`src/hw/rtl/lpmm_sub.sv`:
```
// ----------------------------------------------------------------------------
// lpmm_sub: shared duration unit
// One modular subtract and two unsigned compares, used by the function walk, loop fold and call sequence walk steps.
// ----------------------------------------------------------------------------
module lpmm_sub #(
   parameter int TIME_BITS = 32
) (
   input  logic [TIME_BITS-1:0] minuend,
   input  logic [TIME_BITS-1:0] subtrahend,
   input  logic [TIME_BITS-1:0] cur_min,
   input  logic [TIME_BITS-1:0] cur_max,
   output logic [TIME_BITS-1:0] diff,
   output logic                 below_min,
   output logic                 above_max
);
   // Differences wrap modulo the timer width.
   assign diff      = minuend - subtrahend;
   assign below_min = cur_min > diff;
   assign above_max = diff > cur_max;
endmodule

```
`config.mk`:
```
export PLATFORM = sky130hd
export DESIGN_NAME = lpmm_sub
export DESIGN_NICKNAME = d
export VERILOG_FILES = /design/src/hw/rtl/lpmm_sub.sv
export SDC_FILE = /design/constraint.sdc
export NUM_CORES = 1
export LEC_CHECK = 0
export BUFFER_PORTS_ARGS = -buffer_cell sky130_fd_sc_hd__clkbuf_2
export CAP_MARGIN = 20
export CORE_ASPECT_RATIO = 2
export CORE_MARGIN = 2
export CORE_UTILIZATION = 50
export DETAILED_ROUTE_END_ITERATION = 10
export PLACE_DENSITY = 0.85
export SYNTH_ARGS = -nofsm -noshare
export SYNTH_HDL_FRONTEND = slang
export SYNTH_SLANG_ARGS = --single-unit
```
`constraint.sdc`:
```
create_clock -name vclk -period 5.6
set_clock_uncertainty 0.15 [all_clocks]
set_input_delay 0.84 -clock vclk [all_inputs]
set_output_delay 0.84 -clock vclk [all_outputs]
set_load 0.1 [all_outputs]
```
==> results.toml, run 1 <==
[worst_setup_path]
cp_data_required_time_ns = 4.61
cpPeakStageDelay_ns = 0.36
endpoint_kind = "output port"
start_kind = "primary input"
worst-endpoint-arrival_ns = 4.68
slowest_stage = "fa_2"
cp_num_buf_inv = 2
path_cells = "clkbuf_2 -> ha_4 -> fa_2 -> nor2b_4 -> o31a_1 -> a21oi_2 -> a211o_1 -> a21oi_2 -> a21oi_4 -> o21a_4 -> mux2_4 -> a2111oi_4 -> ha_2 -> o211ai_1 -> o211ai_1 -> a31oi_2 -> a211oi_4 -> buf_12"
cp_max_fo = 5
path_class = "in2out"
critical_path.top_delay_family = "compound AO/OA/AOI/OAI gates"

[synth]
ys_top_cells_by_count = "ha_1, inv_1, a21oi_1"
synthesis.area_per_instance_um2 = 7.13
synth-seq-area-share_pct = 0
synth_largest_area_cell = "ha_1"
synth_instances = 485
synthesis.nets = 705
yosys_warnings = 0
synth_area_um2 = 3460
synthTopCellsByArea = "ha_1, inv_1, a21oi_1, xnor2_1, xor2_1"
post-synth-top-area-fraction_pct = 32.9
ys_types = 53

[global_routing]
grt_start_max_net_pins = 11
groute.usage.overall_pct = 31.2
first_global_vias = 4614
grt_pass1_wl_mm = 19.5
initial_antenna_violation_count = 0
globalRoute.totalOverflow = 0

[die]
effective_utilization_at_floorplan_pct = 51.8
rows = 42
die_outline_area_um2 = 7640
chipHeight_um = 122
fp.coreArea_um2 = 6670
num_ports = 162
die_w_um = 62.8

[final_layout]
num-nets-final = 919
antenna-diode-count = 0
num-fill-cells = 418
area.growth.synth_to_final_pct = 60.4
final_design_area_no_fill_um2 = 5550
area.sequential_um2 = 0
final_layout_size_suffix_gt1_share_pct = 45.1
clockBufferCount = 0
postLayoutCoreUtil_pct = 83.1
final-instance-count-excl-fill = 785
sequential_cell_total = 0

[detailed_routing]
detailed_router_iteration_count_before_antenna_repair = 5
vias_per_cell = 5.86
finalWirelength_mm = 13.8
ant_nets = 0
drtIter0Drc = 283
vias = 4603
wire_length_per_cell_um = 17.6
detail_route.drc_violations = 0

[power_and_ir_drop]
power_density_nw_per_um2 = 240
leakagePower_nw = 3.10
ir_worst_vdd_mv = 0.196
post-layout-total-power_mw = 1.33

[flow_run]
cap_viol_max_count = 0

[timing]
final_period_minus_worst_setup_slack_ns = 5.67
achievable-frequency_mhz = 176
post_layout_worst_setup_margin_ns = -0.0671
final_min_period_over_clock_period_pct = 101
setup_repair_after_global_routing_missed_its_margin = "true"
hold_ws_ns = 2.21
fin_setup_tns_ns = -0.0901
max-slew-margin-rel_pct = 50.2
finalHoldViolCount = 0
worst_tran_pin_value_ns = 0.740
setup_violations = 2
final-max-slew-violation-count = 0

[status]
status = "finished with violations"
failed_checks = "negative setup slack"

[min_path]
worst_min_path_class = "in2out"

[placed_design]
dp_cells = 774
placement.setup.worst_slack_ns = -0.277
io_buffers = 162
place.detailed.hpwl_mm = 10.9
dpl_cell_area_um2 = 5070
gp_congestion = 0.967

[clock_tree]
cts_hold_buffers = 0
metal layers:
| metal | vias to the layer above | GRT usage (%) | wire [um] |
|---|---|---|---|
| met5 | - | 0 | 0 |
| met4 | 0 | 19.0 | 1000 |
| met3 | 76 | 2.12 | 633 |
| met2 | 237 | 66.5 | 8000 |
| met1 | 2155 | 26.7 | 4200 |
| li1 | 2135 | - | - |
tightest hold or removal path: cells and delay by family:
kind / cells / cell delay [ns]
adders and majority gates: 1 / 0.14
buffers and inverters: 3 / 0.53
report_power, final:
part           switching [mW]  leakage [nW]  internal [mW]  total [mW]
logic                   0.879          3.10          0.452        1.33
registers                   0             0              0           0
clock network               0             0              0           0
total                   0.879          3.10          0.452        1.33
area by class of cell:
cell class | count | area [um2] | area share (%)
Inverter | 91 | 359 | 6.47
Multi-Input combinational cell | 384 | 3710 | 66.9
Tap cell | 88 | 110 | 1.98
Timing Repair Buffer | 222 | 1370 | 24.6
final timing paths:
kind	from	end	slack, ns	depth (start not counted)
worst min-delay path	subtrahend[0]	diff[0]	2.21	4
worst max-delay path	subtrahend[0]	below_min	-0.07	18
layout by cell type (no fill, tap or decap), drive strengths merged, types with 12 or more instances in the layout:
cell type,n
nand2,30
xnor2,22
clkbuf,151
nand3,12
o21ai,22
buf,71
a21oi,41
a21o,18
nand4,12
inv,91
xor2,17
ha,91
nor2,22
logic make-up (layout without fill, tap and decap cells):
logic type	count (synthesis)	count (layout)	synth area share [%]
buf+inv	101	313	11.1
mux	1	1	0.434
xor+xnor	42	42	11.9
simple gates	114	114	16.4
fa+ha+maj	93	93	33.8
compound gates	134	134	26.4
what timing repair did:
action,4_1_cts,5_1_grt
gates cloned,0,0
resized for setup,29,53
pin swaps,33,21
endpoints found under the setup margin,2,2
buffers inserted,6,8
(Power assumes the default switching activity.)
==> run 2: changes to the inputs <==
- BUFFER_PORTS_ARGS: -buffer_cell sky130_fd_sc_hd__clkbuf_2 -> -buffer_cell sky130_fd_sc_hd__buf_4
- CORE_UTILIZATION: 50 -> 40
- PLACE_DENSITY: 0.85 -> 0.7
==> results.toml, run 2 (synthesis gave the netlist of run 1 again) <==
[timing]
final_period_minus_worst_setup_slack_ns = 5.59
achievable-frequency_mhz = 179
final_min_period_over_clock_period_pct = 99.8
max-slew-margin-rel_pct = 50.5
setup_violations = 0
setup_repair_after_global_routing_missed_its_margin = "true"
hold_ws_ns = 2.05
finalHoldViolCount = 0
worst_tran_pin_value_ns = 0.736
final-max-slew-violation-count = 0

[worst_setup_path]
path_cells = "buf_6 -> inv_12 -> ha_4 -> o21a_1 -> o211a_1 -> o21ai_2 -> o31ai_4 -> nand3_2 -> a311o_1 -> o21ba_4 -> o21ba_4 -> xnor2_4 -> ha_1 -> and4_1 -> nand2_2 -> o311ai_2 -> a21oi_1 -> or3_4 -> a31oi_4 -> buf_12"
cp_num_buf_inv = 3
cpPeakStageDelay_ns = 0.41
endpoint_kind = "output port"
slowest_stage = "a311o_1"
cp_data_required_time_ns = 4.61
worst-endpoint-arrival_ns = 4.60
cell_with_the_most_instances_on_the_worst_path = "o21ba_4"
crit_cells = 20
start_kind = "primary input"
path_class = "in2out"
cp_max_fo = 3
critical_path.top_delay_family = "compound AO/OA/AOI/OAI gates"

[power_and_ir_drop]
leakagePower_nw = 3.23
power.switching_uw = 850
power.internal_uw = 499
power.combinational.fraction_pct = 100.0
post-layout-total-power_mw = 1.35
pwr-share-clk_pct = 0
fraction_of_power_consumed_by_sequential_logic_pct = 0
power.share.switching_pct = 63.0
power_density_nw_per_um2 = 228
ir_worst_vdd_mv = 0.158

[die]
rows = 48
chipHeight_um = 136
die_outline_area_um2 = 9450
die_w_um = 69.8
effective_utilization_at_floorplan_pct = 40.6
fp.coreArea_um2 = 8530
num_ports = 162

[final_layout]
area.sequential_um2 = 0
clockBufferCount = 0
num-nets-final = 934
antenna-diode-count = 0
mostFrequentLayoutCells = "buf_4, inv_1, ha_1, a21oi_1, nand2_1"
sequential_cell_total = 0
area.growth.synth_to_final_pct = 70.9
layout_commonest_cell = "buf_4"
final_design_area_no_fill_um2 = 5910
final_layout_size_suffix_gt1_share_pct = 44.4
num-fill-cells = 759
area_of_the_multi_input_gates_um2 = 3620

[detailed_routing]
finalWirelength_mm = 13.1
drtIter0Drc = 89
vias = 4385
ant_nets = 0
detailed_router_iteration_count_before_antenna_repair = 4
detail_route.drc_violations = 0
vias_per_cell = 5.40
wire_length_per_cell_um = 16.1

[placed_design]
dpl_cell_area_um2 = 5610
place.detailed.hpwl_mm = 11.7
gp_congestion = 0.928
io_buffers = 162

[global_routing]
first_global_vias = 4684
initial_antenna_violation_count = 0
grt_pass1_wl_mm = 20.5
groute.usage.overall_pct = 26.7
globalRoute.totalOverflow = 0
grt_start_max_net_pins = 9

[status]
status = "finished, final reports clean"

[min_path]
worst_min_path_class = "in2out"
min_path_cells = 4

[flow_run]
cap_viol_max_count = 0

[clock_tree]
cts_hold_buffers = 0
## run 2: cell count changes in the layout (fill, tap and decap cells not counted), moves of 3 or more
cell / previous run / this run
clkbuf_2: 151 / 0
ha_4: 10 / 7
buf_6: 14 / 3
ha_1: 79 / 83
buf_4: 55 / 232
## run 2: worst paths after layout
| path | start | end | slack [ns] |
|---|---|---|---|
| max | subtrahend[6] | above_max | 0.01 |
| min | subtrahend[0] | diff[0] | 2.05 |
## run 2: power by group through the flow
stage | clock network [mW] | registers, mW | logic (mW)
global placement | 0 | 0 | 1.26
detailed placement | 0 | 0 | 1.28
floorplan | 0 | 0 | 0.890
global route | 0 | 0 | 1.43
CTS | 0 | 0 | 1.34
finish | 0 | 0 | 1.35
## run 2: layout make-up
type                       instances  share of cell area (%)
tap                              100                    2.12
multi-input combinational        384                    61.2
inverter                          91                    6.03
timing repair buffer             237                    30.7
## run 2: metrics by stage
step                      TNS (ns)  utilization [%]  setup slack (ns)  cells
after global routing        -0.276             69.3            -0.149    812
final                            0             69.3            0.0140    812
after CTS                        0             68.5          0.000650    810
after floorplan              -1.40                -            -0.707    485
after global placement      -0.377             65.8            -0.198    806
after detailed placement    -0.566             65.8            -0.298    806
## run 2: what timing repair did
item / in CTS / in global routing
setup endpoints to repair: 2 / 2
setup buffers: 7 / 2
pin swaps: 32 / 15
resized for setup: 41 / 11
endpoints found under the hold margin: 0 / 0
## run 2: per-layer routing
layer | GRT usage, % | up-vias | share of wire (%)
li1 | - | 2160 | -
met3 | 1.41 | 34 | 3.7
met5 | 0 | - | 0
met4 | 11.6 | 0 | 5.0
met1 | 22.6 | 2031 | 31
met2 | 59.4 | 160 | 60
## run 2: tightest hold or removal path: cells and delay by family
kind	cells	cell delay, ns
buf+inv	3	0.38
fa+ha+maj	1	0.13
==> run 3: changes to the inputs <==
- PLACE_DENSITY: 0.7 -> 0.79
==> results.toml, run 3 (synthesis gave the netlist of run 1 again) <==
[status]
status = "finished with violations"
failed_checks = "negative setup slack"

[timing]
setup_repair_after_global_routing_missed_its_margin = "true"
post_layout_worst_setup_margin_ns = -0.0181
final_period_minus_worst_setup_slack_ns = 5.62
finalHoldViolCount = 0
achievable-frequency_mhz = 178
worst_tran_pin_value_ns = 0.760
final_min_period_over_clock_period_pct = 100
final-max-slew-violation-count = 0
max-slew-margin-rel_pct = 48.8
setup_violations = 1
hold_ws_ns = 2.04

[power_and_ir_drop]
power.internal_uw = 506
power.switching_uw = 871
pwr-share-clk_pct = 0
ir_worst_vdd_mv = 0.180
post-layout-total-power_mw = 1.38
power_density_nw_per_um2 = 231
leakagePower_nw = 3.22
fraction_of_power_consumed_by_sequential_logic_pct = 0
power.combinational.fraction_pct = 100.0
power.share.switching_pct = 63.3

[die]
effective_utilization_at_floorplan_pct = 40.6
die_outline_area_um2 = 9450
die_w_um = 69.8
chipHeight_um = 136
fp.coreArea_um2 = 8530
rows = 48
num_ports = 162

[final_layout]
area.growth.synth_to_final_pct = 72.3
final_design_area_no_fill_um2 = 5960
clockBufferCount = 0
mostFrequentLayoutCells = "buf_4, inv_1, ha_1, a21oi_1, nand2_1"
sequential_cell_total = 0
final_layout_size_suffix_gt1_share_pct = 45.5
antenna-diode-count = 0
num-nets-final = 932
layout_commonest_cell = "buf_4"
area.sequential_um2 = 0

[worst_setup_path]
path_class = "in2out"
slowest_stage = "a221oi_2"
start_kind = "primary input"
cpPeakStageDelay_ns = 0.38
cp_data_required_time_ns = 4.61
cell_with_the_most_instances_on_the_worst_path = "buf_4"
endpoint_kind = "output port"
cp_max_fo = 3
path_cells = "buf_4 -> inv_2 -> ha_4 -> buf_4 -> nor2b_2 -> o31a_1 -> a21oi_2 -> buf_4 -> nand3_1 -> a21oi_2 -> nor2b_1 -> o21ai_0 -> nand2b_1 -> xnor2_1 -> ha_1 -> nand4_1 -> nor2_4 -> a221oi_4 -> buf_4 -> a31oi_2 -> a221oi_2 -> a211oi_4 -> buf_12"
worst-endpoint-arrival_ns = 4.63

[detailed_routing]
finalWirelength_mm = 13.8
ant_nets = 0
wire_length_per_cell_um = 17.0
vias_per_cell = 5.53
vias = 4479
drtIter0Drc = 132
detail_route.drc_violations = 0
detailed_router_iteration_count_before_antenna_repair = 5

[min_path]
min_path_cells = 4
worst_min_path_class = "in2out"
timing.hold.worst_endpoint = "diff[0]"
worstHoldStart = "subtrahend[0]"

[global_routing]
globalRoute.busiestLayer = "met2"
globalRoute.totalOverflow = 0
initial_antenna_violation_count = 0
grt_pass1_wl_mm = 21.3
grt_use_met1_pct = 23.5
grt.met2_usage_pct = 58.5
grt_start_max_net_pins = 9
groute.layer.met3.usage_pct = 1.64
first_global_vias = 4758
groute.usage.overall_pct = 27.6

[placed_design]
io_buffers = 162
dpl_cell_area_um2 = 5590
place.detailed.hpwl_mm = 11.8
gp_congestion = 0.977

[flow_run]
cap_viol_max_count = 0
==> run 3: changes by cell type in the layout (fill, tap and decap cells not counted), sizes merged <==
cell / delta
buf: -2
==> run 3: stage by stage <==
step / setup slack, ns / TNS (ns) / cells / utilization (%)
2_1_floorplan: -0.707 / -1.40 / 485 / -
3_3_place_gp: -0.250 / -0.454 / 803 / 65.6
3_5_place_dp: -0.323 / -0.633 / 803 / 65.6
4_1_cts: -0.0204 / -0.0367 / 807 / 68.2
5_1_grt: -0.205 / -0.404 / 810 / 69.9
6_report: -0.0181 / -0.0181 / 810 / 69.9
==> run 3: worst max-delay path, delay by kind of cell <==
family | cells | cell delay, ns
buf+inv | 6 | 0.80
compound gates | 8 | 1.70
fa+ha+maj | 2 | 0.50
xor+xnor | 1 | 0.14
simple gates | 6 | 0.66
==> run 3: worst max-delay path by stage <==
stage | depth (start not counted) | to | slack (ns) | startpoint
floorplan | 18 | above_max | -0.71 | subtrahend[6]
global placement | 21 | below_min | -0.25 | minuend[0]
detailed placement | 21 | above_max | -0.32 | minuend[0]
CTS | 20 | above_max | -0.02 | subtrahend[0]
global route | 20 | below_min | -0.20 | minuend[0]
finish | 23 | below_min | -0.02 | subtrahend[2]
==> run 3: per-layer routing <==
metal | vias to the layer above | share of wire (%)
li1 | 2159 | -
met4 | 0 | 8.3
met2 | 202 | 57
met5 | - | 0
met3 | 73 | 4.4
met1 | 2045 | 30
==> run 3: power by group through the flow <==
stage | combinational, mW | sequential, mW | clock, mW
after floorplan | 0.890 | 0 | 0
after global placement | 1.25 | 0 | 0
after detailed placement | 1.28 | 0 | 0
after CTS | 1.33 | 0 | 0
after global routing | 1.46 | 0 | 0
final | 1.38 | 0 | 0
==> run 3: repair_timing <==
action	CTS	global route
setup buffers	7	3
endpoints found under the setup margin	2	2
gates resized for setup	37	29
pin swaps	27	28
hold buffers	0	0
==> run 3: cell type report <==
class,count,area (um2)
repair buffers,235,1810
multi-input cells,384,3670
fillers,683,2570
inverters,91,357
well taps,100,125
